<file path="src/rtl/core/sbm_pkg.sv">
// Shared types, constants and register codes for the spectrum band mean block.
package sbm_pkg;

    // Default parameter values
    localparam int DEF_FRAME_BINS = 512;
    localparam int DEF_GROUPS     = 8;
    localparam int DEF_MAG_BITS   = 24;

    // Fixed field widths
    localparam int MAG_W       = 24;
    localparam int INDEX_W     = 3;
    localparam int KEPT_W      = 10;
    localparam int LIMIT_W     = 24;
    localparam int BAND_W      = 16;
    localparam int STEP_HZ_W   = 8;
    localparam int CFG_ADDR_W  = 2;
    localparam int CFG_DATA_W  = 24;

    // Register reset values
    localparam logic [LIMIT_W-1:0]   RST_OUTLIER_LIMIT = 24'd1280000;
    localparam logic [BAND_W-1:0]    RST_BAND_LOW_HZ   = 16'd64;
    localparam logic [BAND_W-1:0]    RST_BAND_HIGH_HZ  = 16'd8128;
    localparam logic [STEP_HZ_W-1:0] RST_HZ_PER_BIN    = 8'd16;

    // Register indexes
    typedef enum logic [CFG_ADDR_W-1:0] {
        CFG_OUTLIER_LIMIT = 2'd0,
        CFG_BAND_LOW_HZ   = 2'd1,
        CFG_BAND_HIGH_HZ  = 2'd2,
        CFG_HZ_PER_BIN    = 2'd3
    } cfg_idx_t;

    // Control sequencer states
    typedef enum logic {
        ST_IDLE = 1'b0,
        ST_DIV  = 1'b1
    } sbm_state_t;

    // Live configuration
    typedef struct packed {
        logic [LIMIT_W-1:0]   outlier_limit;
        logic [BAND_W-1:0]    band_low_hz;
        logic [BAND_W-1:0]    band_high_hz;
        logic [STEP_HZ_W-1:0] hz_per_bin;
    } sbm_cfg_t;

    // Bin beat handed to the accumulator
    typedef struct packed {
        logic accept;
        logic group_end;
    } acc_ctrl_t;

    // Divider status
    typedef struct packed {
        logic busy;
        logic done;
    } div_stat_t;

endpackage

</file>
<file path="src/rtl/core/spectrum_band_mean.sv">
// Top level: config registers, sequencer, result register of the band mean block.
//
//  Channel  Dir  Handshake              Payload
//  s_       in   s_valid / s_ready      s_magnitude, s_group_end
//  m_       out  m_valid / m_ready      m_band_mean, m_band_index, m_kept_bins, m_frame_last
//  cfg_     in   cfg_wr_en              cfg_addr, cfg_wr_data
//
//  A bin without group end is taken in ST_IDLE. A group-end bin starts the divider and
//  closes the input; when the divider is done, the result is loaded and the input reopens.
//  Bins are accepted while an earlier result waits in the result register; a new group end
//  stalls in the divider until that result has been taken.
//  Reset is synchronous on aresetn and restores the register defaults and clears all counters.
module spectrum_band_mean
    import sbm_pkg::*;
#(
    parameter int FRAME_BINS = DEF_FRAME_BINS,
    parameter int GROUPS     = DEF_GROUPS,
    parameter int MAG_BITS   = DEF_MAG_BITS
) (
    input  logic                  aclk,
    input  logic                  aresetn,
    input  logic                  cfg_wr_en,
    input  logic [CFG_ADDR_W-1:0] cfg_addr,
    input  logic [CFG_DATA_W-1:0] cfg_wr_data,
    input  logic                  s_valid,
    output logic                  s_ready,
    input  logic [MAG_W-1:0]      s_magnitude,
    input  logic                  s_group_end,
    output logic                  m_valid,
    input  logic                  m_ready,
    output logic [MAG_W-1:0]      m_band_mean,
    output logic [INDEX_W-1:0]    m_band_index,
    output logic [KEPT_W-1:0]     m_kept_bins,
    output logic                  m_frame_last
);

    localparam int MagW = (MAG_BITS < MAG_W) ? MAG_BITS : MAG_W;
    localparam int CntW = $clog2(FRAME_BINS + 1);
    localparam int SumW = MagW + CntW;
    localparam int GrpW = (GROUPS > 1) ? $clog2(GROUPS) : 1;

    sbm_cfg_t   cfg_reg, cfg_next;
    sbm_state_t state_reg, state_next;

    acc_ctrl_t        acc_ctrl;
    div_stat_t        div_stat;
    logic [SumW-1:0]  sum_total;
    logic [CntW-1:0]  cnt_total;
    logic [GrpW-1:0]  group_idx;
    logic             group_final;
    logic [MagW-1:0]  quotient;
    logic             div_start;
    logic             load_out;
    logic             s_beat;

    logic [GrpW-1:0]    tag_group_reg;
    logic               tag_final_reg;
    logic [CntW-1:0]    tag_cnt_reg;

    logic               out_valid_reg, out_valid_next;
    logic [MAG_W-1:0]   out_mean_reg;
    logic [INDEX_W-1:0] out_index_reg;
    logic [KEPT_W-1:0]  out_kept_reg;
    logic               out_last_reg;

    // Configuration writes
    always_comb begin
        cfg_next = cfg_reg;
        if (cfg_wr_en) begin
            unique case (cfg_idx_t'(cfg_addr))
                CFG_OUTLIER_LIMIT: cfg_next.outlier_limit = cfg_wr_data[LIMIT_W-1:0];
                CFG_BAND_LOW_HZ:   cfg_next.band_low_hz   = cfg_wr_data[BAND_W-1:0];
                CFG_BAND_HIGH_HZ:  cfg_next.band_high_hz  = cfg_wr_data[BAND_W-1:0];
                CFG_HZ_PER_BIN:    cfg_next.hz_per_bin    = cfg_wr_data[STEP_HZ_W-1:0];
                default:           cfg_next = cfg_reg;
            endcase
        end
    end

    always_ff @(posedge aclk) begin
        if (!aresetn) begin
            cfg_reg.outlier_limit <= RST_OUTLIER_LIMIT;
            cfg_reg.band_low_hz   <= RST_BAND_LOW_HZ;
            cfg_reg.band_high_hz  <= RST_BAND_HIGH_HZ;
            cfg_reg.hz_per_bin    <= RST_HZ_PER_BIN;
        end else begin
            cfg_reg <= cfg_next;
        end
    end

    // Sequencer: accept bins, run the divider on a group end, load the result
    always_comb begin
        state_next = state_reg;
        s_ready    = 1'b0;
        div_start  = 1'b0;
        load_out   = 1'b0;
        unique case (state_reg)
            ST_IDLE: begin
                s_ready = 1'b1;
                if (s_valid && s_group_end) begin
                    div_start  = 1'b1;
                    state_next = ST_DIV;
                end
            end
            ST_DIV: begin
                if (div_stat.done && (!out_valid_reg || m_ready)) begin
                    load_out   = 1'b1;
                    state_next = ST_IDLE;
                end
            end
            default: state_next = ST_IDLE;
        endcase
    end

    assign s_beat             = s_valid && s_ready;
    assign acc_ctrl.accept    = s_beat;
    assign acc_ctrl.group_end = s_group_end;

    always_ff @(posedge aclk) begin
        if (!aresetn) begin
            state_reg <= ST_IDLE;
        end else begin
            state_reg <= state_next;
        end
    end

    sbm_accum #(
        .FRAME_BINS (FRAME_BINS),
        .GROUPS     (GROUPS),
        .MAG_BITS   (MAG_BITS)
    ) u_accum (
        .aclk        (aclk),
        .aresetn     (aresetn),
        .cfg         (cfg_reg),
        .ctrl        (acc_ctrl),
        .magnitude   (s_magnitude),
        .sum_total   (sum_total),
        .cnt_total   (cnt_total),
        .group_idx   (group_idx),
        .group_final (group_final)
    );

    sbm_div #(
        .QUO_W (MagW),
        .DEN_W (CntW)
    ) u_div (
        .aclk     (aclk),
        .aresetn  (aresetn),
        .start    (div_start),
        .numer    (sum_total),
        .denom    (cnt_total),
        .stat     (div_stat),
        .quotient (quotient)
    );

    // Group tag captured with the divider operands
    always_ff @(posedge aclk) begin
        if (div_start) begin
            tag_group_reg <= group_idx;
            tag_final_reg <= group_final;
            tag_cnt_reg   <= cnt_total;
        end
    end

    // Result register
    always_comb begin
        out_valid_next = out_valid_reg;
        if (load_out) begin
            out_valid_next = 1'b1;
        end else if (m_ready) begin
            out_valid_next = 1'b0;
        end
    end

    always_ff @(posedge aclk) begin
        if (!aresetn) begin
            out_valid_reg <= 1'b0;
        end else begin
            out_valid_reg <= out_valid_next;
        end
    end

    always_ff @(posedge aclk) begin
        if (load_out) begin
            out_mean_reg  <= MAG_W'(quotient);
            out_index_reg <= INDEX_W'(tag_group_reg);
            out_kept_reg  <= KEPT_W'(tag_cnt_reg);
            out_last_reg  <= tag_final_reg;
        end
    end

    assign m_valid      = out_valid_reg;
    assign m_band_mean  = out_mean_reg;
    assign m_band_index = out_index_reg;
    assign m_kept_bins  = out_kept_reg;
    assign m_frame_last = out_last_reg;

`ifndef ASSERT_OFF
    // a group-end beat hands off to the divider and closes the input
    a_group_end_div: assert property (@(posedge aclk) disable iff (!aresetn)
        (s_beat && s_group_end) |=> (state_reg == ST_DIV && !s_ready && div_stat.busy))
        else $error("group end did not start a divide");

    // no bin is taken while the divider runs
    a_ready_div_idle: assert property (@(posedge aclk) disable iff (!aresetn)
        s_ready |-> !div_stat.busy)
        else $error("input ready during divide");
`endif

endmodule

</file>
<file path="src/rtl/core/sbm_accum.sv">
// Bin filter, running sum and kept count, bin and group counters.
module sbm_accum
    import sbm_pkg::*;
#(
    parameter int FRAME_BINS = DEF_FRAME_BINS,
    parameter int GROUPS     = DEF_GROUPS,
    parameter int MAG_BITS   = DEF_MAG_BITS,
    localparam int MagW  = (MAG_BITS < MAG_W) ? MAG_BITS : MAG_W,
    localparam int CntW  = $clog2(FRAME_BINS + 1),
    localparam int SumW  = MagW + CntW,
    localparam int GrpW  = (GROUPS > 1) ? $clog2(GROUPS) : 1
) (
    input  logic              aclk,
    input  logic              aresetn,
    input  sbm_cfg_t          cfg,
    input  acc_ctrl_t         ctrl,
    input  logic [MAG_W-1:0]  magnitude,
    output logic [SumW-1:0]   sum_total,
    output logic [CntW-1:0]   cnt_total,
    output logic [GrpW-1:0]   group_idx,
    output logic              group_final
);

    localparam int BinW  = $clog2(FRAME_BINS);
    localparam int FreqW = BinW + 1 + STEP_HZ_W;
    localparam int CmpW  = (FreqW > BAND_W) ? FreqW : BAND_W;

    logic [BinW-1:0]  bin_reg,   bin_next;
    logic [GrpW-1:0]  group_reg, group_next;
    logic [SumW-1:0]  sum_reg,   sum_next;
    logic [CntW-1:0]  cnt_reg,   cnt_next;

    logic [MagW-1:0]  mag_use;
    logic [BinW:0]    bin_p1;
    logic [FreqW-1:0] freq;
    logic             keep;

    // Frequency of this bin and keep test
    assign mag_use = magnitude[MagW-1:0];
    assign bin_p1  = {1'b0, bin_reg} + (BinW+1)'(1);
    assign freq    = FreqW'(bin_p1) * FreqW'(cfg.hz_per_bin);

    assign keep = (LIMIT_W'(mag_use) <= cfg.outlier_limit)
               && (CmpW'(freq) >= CmpW'(cfg.band_low_hz))
               && (CmpW'(freq) <= CmpW'(cfg.band_high_hz))
               && (cnt_reg < CntW'(FRAME_BINS));

    // Totals including the current bin
    assign sum_total   = keep ? sum_reg + SumW'(mag_use) : sum_reg;
    assign cnt_total   = keep ? cnt_reg + CntW'(1) : cnt_reg;
    assign group_idx   = group_reg;
    assign group_final = (group_reg >= GrpW'(GROUPS - 1));

    // Counter and accumulator update
    always_comb begin
        bin_next   = bin_reg;
        group_next = group_reg;
        sum_next   = sum_reg;
        cnt_next   = cnt_reg;
        if (ctrl.accept) begin
            sum_next = sum_total;
            cnt_next = cnt_total;
            if (bin_reg < BinW'(FRAME_BINS - 1)) begin
                bin_next = bin_reg + BinW'(1);
            end
            if (ctrl.group_end) begin
                sum_next = '0;
                cnt_next = '0;
                if (group_final) begin
                    group_next = '0;
                    bin_next   = '0;
                end else begin
                    group_next = group_reg + GrpW'(1);
                end
            end
        end
    end

    always_ff @(posedge aclk) begin
        if (!aresetn) begin
            bin_reg   <= '0;
            group_reg <= '0;
            sum_reg   <= '0;
            cnt_reg   <= '0;
        end else begin
            bin_reg   <= bin_next;
            group_reg <= group_next;
            sum_reg   <= sum_next;
            cnt_reg   <= cnt_next;
        end
    end

endmodule

</file>
<file path="src/rtl/core/sbm_div.sv">
// Restoring divider, one quotient bit per cycle, zero result for a zero divisor.
module sbm_div
    import sbm_pkg::*;
#(
    parameter int QUO_W = 24,
    parameter int DEN_W = 10
) (
    input  logic                   aclk,
    input  logic                   aresetn,
    input  logic                   start,
    input  logic [QUO_W+DEN_W-1:0] numer,
    input  logic [DEN_W-1:0]       denom,
    output div_stat_t              stat,
    output logic [QUO_W-1:0]       quotient
);

    localparam int StepW = $clog2(QUO_W);

    logic [DEN_W-1:0] rem_reg,  rem_next;
    logic [QUO_W-1:0] quo_reg,  quo_next;
    logic [DEN_W-1:0] den_reg,  den_next;
    logic             zero_reg, zero_next;
    logic [StepW-1:0] step_reg, step_next;
    logic             busy_reg, busy_next;
    logic             done_reg, done_next;

    logic [DEN_W:0]   trial;
    logic [DEN_W:0]   diff;
    logic             fits;

    // One trial subtract
    assign trial = {rem_reg, quo_reg[QUO_W-1]};
    assign diff  = trial - {1'b0, den_reg};
    assign fits  = !diff[DEN_W];

    always_comb begin
        rem_next  = rem_reg;
        quo_next  = quo_reg;
        den_next  = den_reg;
        zero_next = zero_reg;
        step_next = step_reg;
        busy_next = busy_reg;
        done_next = done_reg;
        if (start) begin
            // high part is below the divisor, so it seeds the remainder
            rem_next  = numer[QUO_W+DEN_W-1:QUO_W];
            quo_next  = numer[QUO_W-1:0];
            den_next  = denom;
            zero_next = (denom == '0);
            step_next = StepW'(QUO_W - 1);
            busy_next = 1'b1;
            done_next = 1'b0;
        end else if (busy_reg) begin
            rem_next = fits ? diff[DEN_W-1:0] : trial[DEN_W-1:0];
            quo_next = {quo_reg[QUO_W-2:0], fits};
            if (step_reg == '0) begin
                busy_next = 1'b0;
                done_next = 1'b1;
            end else begin
                step_next = step_reg - StepW'(1);
            end
        end
    end

    always_ff @(posedge aclk) begin
        if (!aresetn) begin
            busy_reg <= 1'b0;
            done_reg <= 1'b0;
            step_reg <= '0;
        end else begin
            busy_reg <= busy_next;
            done_reg <= done_next;
            step_reg <= step_next;
        end
    end

    always_ff @(posedge aclk) begin
        rem_reg  <= rem_next;
        quo_reg  <= quo_next;
        den_reg  <= den_next;
        zero_reg <= zero_next;
    end

    assign stat.busy = busy_reg;
    assign stat.done = done_reg;
    assign quotient  = zero_reg ? '0 : quo_reg;

`ifndef ASSERT_OFF
    // partial remainder always stays below a nonzero divisor
    a_rem_below_den: assert property (@(posedge aclk) disable iff (!aresetn)
        (busy_reg && den_reg != '0) |-> (rem_reg < den_reg))
        else $error("divider remainder not below divisor");

    // a start always launches a run
    a_start_runs: assert property (@(posedge aclk) disable iff (!aresetn)
        start |=> (busy_reg && !done_reg))
        else $error("divider did not start");
`endif

endmodule

</file>
<file path="config.mk">
export PLATFORM = sky130hd
export DESIGN_NAME = spectrum_band_mean
export DESIGN_NICKNAME = d
export VERILOG_FILES = /design/src/rtl/core/sbm_pkg.sv /design/src/rtl/core/spectrum_band_mean.sv /design/src/rtl/core/sbm_accum.sv /design/src/rtl/core/sbm_div.sv
export SDC_FILE = /design/constraint.sdc
export NUM_CORES = 1
export LEC_CHECK = 0
export ABC_AREA = 1
export BUFFER_PORTS_ARGS = -buffer_cell sky130_fd_sc_hd__buf_2
export CORE_UTILIZATION = 30
export DETAILED_ROUTE_END_ITERATION = 7
export PLACE_DENSITY_LB_ADDON = 0.25
export SYNTH_ARGS = -nofsm -noshare
export SYNTH_HDL_FRONTEND = slang
export SYNTH_HIERARCHICAL = 1
export SYNTH_SLANG_ARGS = --single-unit
</file>
<file path="constraint.sdc">
create_clock -name aclk -period 7.7 [get_ports aclk]
set_input_delay 0.77 -clock aclk [delete_from_list [all_inputs] [get_ports aclk]]
set_output_delay 0.77 -clock aclk [all_outputs]
set_load 0.05 [all_outputs]
</file>
Word level (Yosys, flattened, before mapping)
Index checks and enable logic that the tools add are counted.
- add/sub/neg operators: 7
- $mul: 1
- order comparisons: 6
- equality and inequality tests: 4
- mux-type cells: 28
- bitwise logic cells: 3
- reduce and logical (&&, ||, !) cells: 23
- operator list (kind ; count):
    34-bit 2-to-1 mux ; 2
    10-bit 2-to-1 mux ; 5
    24-bit 2-to-1 mux ; 2
    34-bit by 24-bit adder with 34-bit output ; 1
    9-bit 2-to-1 mux ; 3
    24-bit less-or-equal comparator ; 1
    18-bit by 16-bit >= comparator with 1-bit output ; 1
    18-bit by 16-bit less-or-equal comparator with 1-bit output ; 1
    10-bit by 8-bit multiplier with 18-bit output ; 1
    2-bit AND reduction ; 8
    5-bit 2-to-1 mux ; 3
    1-bit 2-to-1 mux ; 11
    11-bit by 10-bit subtractor with 11-bit output ; 1
    10-bit by 1-bit adder with 10-bit output (second input constant) ; 1
    9-bit by 1-bit adder with 10-bit output (second input constant) ; 1
    10-bit logical NOT ; 1
    10-bit less-than comparator (second input constant) ; 1
    9-bit by 1-bit adder with 9-bit output (second input constant) ; 1
    9-bit less-than comparator (second input constant) ; 1
    1-bit logical AND ; 6
    5-bit logical NOT ; 1
    5-bit by 1-bit subtractor with 5-bit output (second input constant) ; 1
    2-bit equality test (second input constant) ; 2
    2-bit nonzero test ; 2
    11 further kinds ; 14
- register bits after elaboration: 216
- input bits: 56
- output and inout port bits: 40
- logic and storage cells: 96

Longest topological paths before layout
- depth in word-level cells: 8
- depth in mapped cells: 40
- gate-level depth less buffers: 39

Cells and area by module
Netlist, hierarchy kept.
- modules (own cells, without submodules) (module ; times used ; cells an instance ; area an instance (um^2) ; seq. area each (um^2)):
    sbm_accum ; 1 ; 1432 ; 8987.4 ; 1121.1
    spectrum_band_mean ; 1 ; 377 ; 4165.2 ; 2882.8
    sbm_div ; 1 ; 371 ; 3051.7 ; 1491.4

Worst setup path after synthesis
Ideal clock, no wire load.
- kind: flip-flop to flip-flop
- start: reg u_accum.bin_reg[1]
- end: reg u_div.zero_reg (data pin)
- setup time: 157 ps
- data arrival time: 6175 ps
- required time: 7543 ps
- path slack: 1368 ps
- cell stages (with the launch flop): 34
- path buffers: 1
- clock period less this slack: 6332 ps
- path through: dfxtp_1 > ha_1 > nand2_1 > nor2_1 > nand2_1 > nor2_1 > xor2_1 > nor2_1 > fa_1 > fa_1 > fa_1 > inv_1 > fa_1 > inv_1 > ha_1 > a21oi_1 > nand2_1 > nand2_1 > nand2_1 > a31oi_1 > xnor2_1 > ha_1 > nand2_1 > nor2_1 > a41oi_1 > nand2_1 > nand2_1 > nor2_4 > buf_2 > nand3_1 > and2_1 > nor4_1 > nand2_1 > nor3_1
- cells in the longest elaborated chain, start to end: 8
- elaborated cells on any way between the ends: 9
- those cells by class: add/sub: 1; mul: 1; order compare: 2; mux: 1; reduce/logical: 4
- RTL lines (item ; RTL line ; RTL):
    from (decl) ; sbm_accum.sv:28 ; logic [BinW-1:0] bin_reg, bin_next;
    from (signal assigned) ; sbm_accum.sv:86 ; bin_reg <= bin_next;
    9-bit by 1-bit adder with 10-bit output (*) ; sbm_accum.sv:40 ; assign bin_p1 = {1'b0, bin_reg} + (BinW+1)'(1);
    10-bit by 8-bit multiplier with 18-bit output (*) ; sbm_accum.sv:41 ; assign freq = FreqW'(bin_p1) * FreqW'(cfg.hz_per_bin);
    18-bit by 16-bit >= comparator with 1-bit output ; sbm_accum.sv:44 ; && (CmpW'(freq) >= CmpW'(cfg.band_low_hz))
    1-bit logical AND ; sbm_accum.sv:44 ;
    1-bit logical AND (*) ; sbm_accum.sv:45 ; && (CmpW'(freq) <= CmpW'(cfg.band_high_hz))
    1-bit logical AND (*) ; sbm_accum.sv:46 ; && (cnt_reg < CntW'(FRAME_BINS));
    10-bit 2-to-1 mux (*) ; sbm_accum.sv:50 ; assign cnt_total = keep ? cnt_reg + CntW'(1) : cnt_reg;
    net cnt_total[1] ; spectrum_band_mean.sv:48 ; logic [CntW-1:0] cnt_total;
    10-bit logical NOT (*) ; sbm_div.sv:49 ; zero_next = (denom == '0);
    to (signal assigned) ; sbm_div.sv:81 ; zero_reg <= zero_next;
    to (decl) ; sbm_div.sv:22 ; logic zero_reg, zero_next;
Mark *: on every way through the listed nets, which the timed path passes. The rest lies on a longest branch.
A chain may end at the register's enable or synchronous reset.

Worst setup path in the final report
- start: reg u_accum.bin_reg[0]
- end: reg u_div.zero_reg (data pin)
The elaborated chain is that of the path after synthesis.

==> flow_summary.ini <==
[status]
status = finished clean

[sta]
min_period_over_period = 0.920
fin_worst_skew_ps = 11.2
hold_violations = 0
rsz0062_at_grt = true
slew_viol_final = 0
worst_hold_slack_ps = 399
slew_headroom = 0.255
fmax_ghz = 0.141
layout_min_cycle_time_ps = 7080
final-setup-viol-count = 0
tightest_slew_ps = 1120
fin_tns_setup_ps = 0

[synthesis]
syn_avg_cell_area_um2 = 7.43
synth_nets = 2418
syn-cell-area_um2 = 16200
yosysWarnings = 6
synthCells = 2179

[worst_setup_path]
critPathArrivalTime_ps = 7500
crit_slowest_cell = fa_1
startpoint = u_accum/bin_reg[0]
cp.required_ps = 8120
r2r-start = u_accum/bin_reg[0]
start_kind = flop
critPathMaxFanout = 11
critPathMaxStageDelay_ps = 530
cp_common_cell = nand2_1
timing_worst_setup_path_type = reg2reg
end_kind = flop

[routing]
drtPass1Iterations = 5
via_per_inst = 4.66
num_vias = 13800
drc = 0
first_iter_violations = 938
wl_per_cell_um = 15.2
ant_nets = 0
drt-total-wl_um = 45100

[clock_network]
cts_hold_buf = 0
path_clk_slew_ps = 60
cts_buffers = 28
insertion_delay_ps = 580
tritoncts = yes
root_buffer = clkbuf_16
htreeDepth = 1
clockBufferDepth = 3
clkSinkCount = 226

[flow_run]
max_cap_viol_count = 0

[die]
pin_count = 96
die_w_um = 234
core_area_um2 = 53000
die_area_um2 = 54900
start_util = 0.306
die_h_um = 234
placementRows = 84

[grt]
top_usage_layer = met2
grt-ovfl-total = 0
globalRouteMet2Util = 0.268
grt_max_degree = 77
grt_util_met3 = 0.0224
antenna_found_initial = 2
grt_use_total = 0.165
first_global_vias = 13300
grt_pass1_wl_um = 71400
met1_usage = 0.229

[layout]
largest_register_ffs = 64
drive_above_1_share = 0.0898
mostFrequentLayoutCells = nand2_1 (573), inv_1 (333), nor2_1 (246)
stdcell_count = 2971
nNetsFinal = 2500
n_antenna_cell = 0
final_common_cell = nand2_1
area_delta_synth_final_pct = 13.0

[place]
io_buffers = 95
gp_routability_congestion = 0.885
place.detailed.hpwl_um = 35400
dpl.cell_count = 2915

[pwr]
leakage_nw = 8.87
totalPowerFinal_mw = 3.79
power.density_nw_per_um2 = 207
ir_drop_mv = 0.178

[worst_hold_path]
hold_start = cfg_wr_data[17]
hp-class = in2reg
-- power by group --
part | leakage [nW] | switching (mW) | internal [mW] | total (mW)
sequential | 1.97 | 0.0582 | 1.35 | 1.41
clock | 0.453 | 0.544 | 0.794 | 1.34
combinational | 6.45 | 0.681 | 0.362 | 1.04
total | 8.87 | 1.28 | 2.50 | 3.79
-- per-layer routing --
metal  vias up  share of wire  wire (um)
met3        74          0.040       1810
met2       265           0.45      20200
met5         -        0.00018          8
met1      6392           0.48      21800
met4         2          0.029       1290
li1       7113              -          -
-- layout make-up --
type | count | area [um^2]
fillers | 5716 | 34700
multi-input cells | 1550 | 9090
flip-flops and latches | 226 | 5500
inverters | 343 | 1290
well taps | 688 | 861
clock buffers | 37 | 754
repair buffers | 112 | 627
clock inverters | 15 | 186
-- critical path, delay by kind of cell, from the launching register on --
kind,cells,cell delay (ps)
adder cells (fa/ha/maj),7,2840
AND/OR/NAND/NOR,20,2410
AO/OA/AOI/OAI,3,600
flip-flops,1,430
buffers and inverters,5,320
XOR/XNOR,1,300
-- path summary, 6_finish.rpt --
check	endpoint	slack, ps	depth (start not counted)
worst max-delay path	u_div/zero_reg	620	36
worst max register to register	u_div/zero_reg	620	36
worst min-delay path	cfg_reg[57]	400	3
worst min register to register	m_kept_bins[6]	420	0
-- through the flow --
| step | utilization | worst slack [ps] | instance area [um^2] |
|---|---|---|---|
| global placement | 0.327 | 500 | 17300 |
| global route | 0.346 | -1.15 | 18300 |
| floorplan | - | 1370 | 16200 |
| finish | 0.346 | 618 | 18300 |
| CTS | 0.345 | 320 | 18300 |
| detailed placement | 0.327 | 320 | 17300 |
-- timing repair --
| action | 4_1_cts | 5_1_grt |
|---|---|---|
| resized for setup | 0 | 4 |
| endpoints found under the setup margin | 0 | 57 |
| buffers inserted | 0 | 4 |
(Power assumes the default switching activity.)
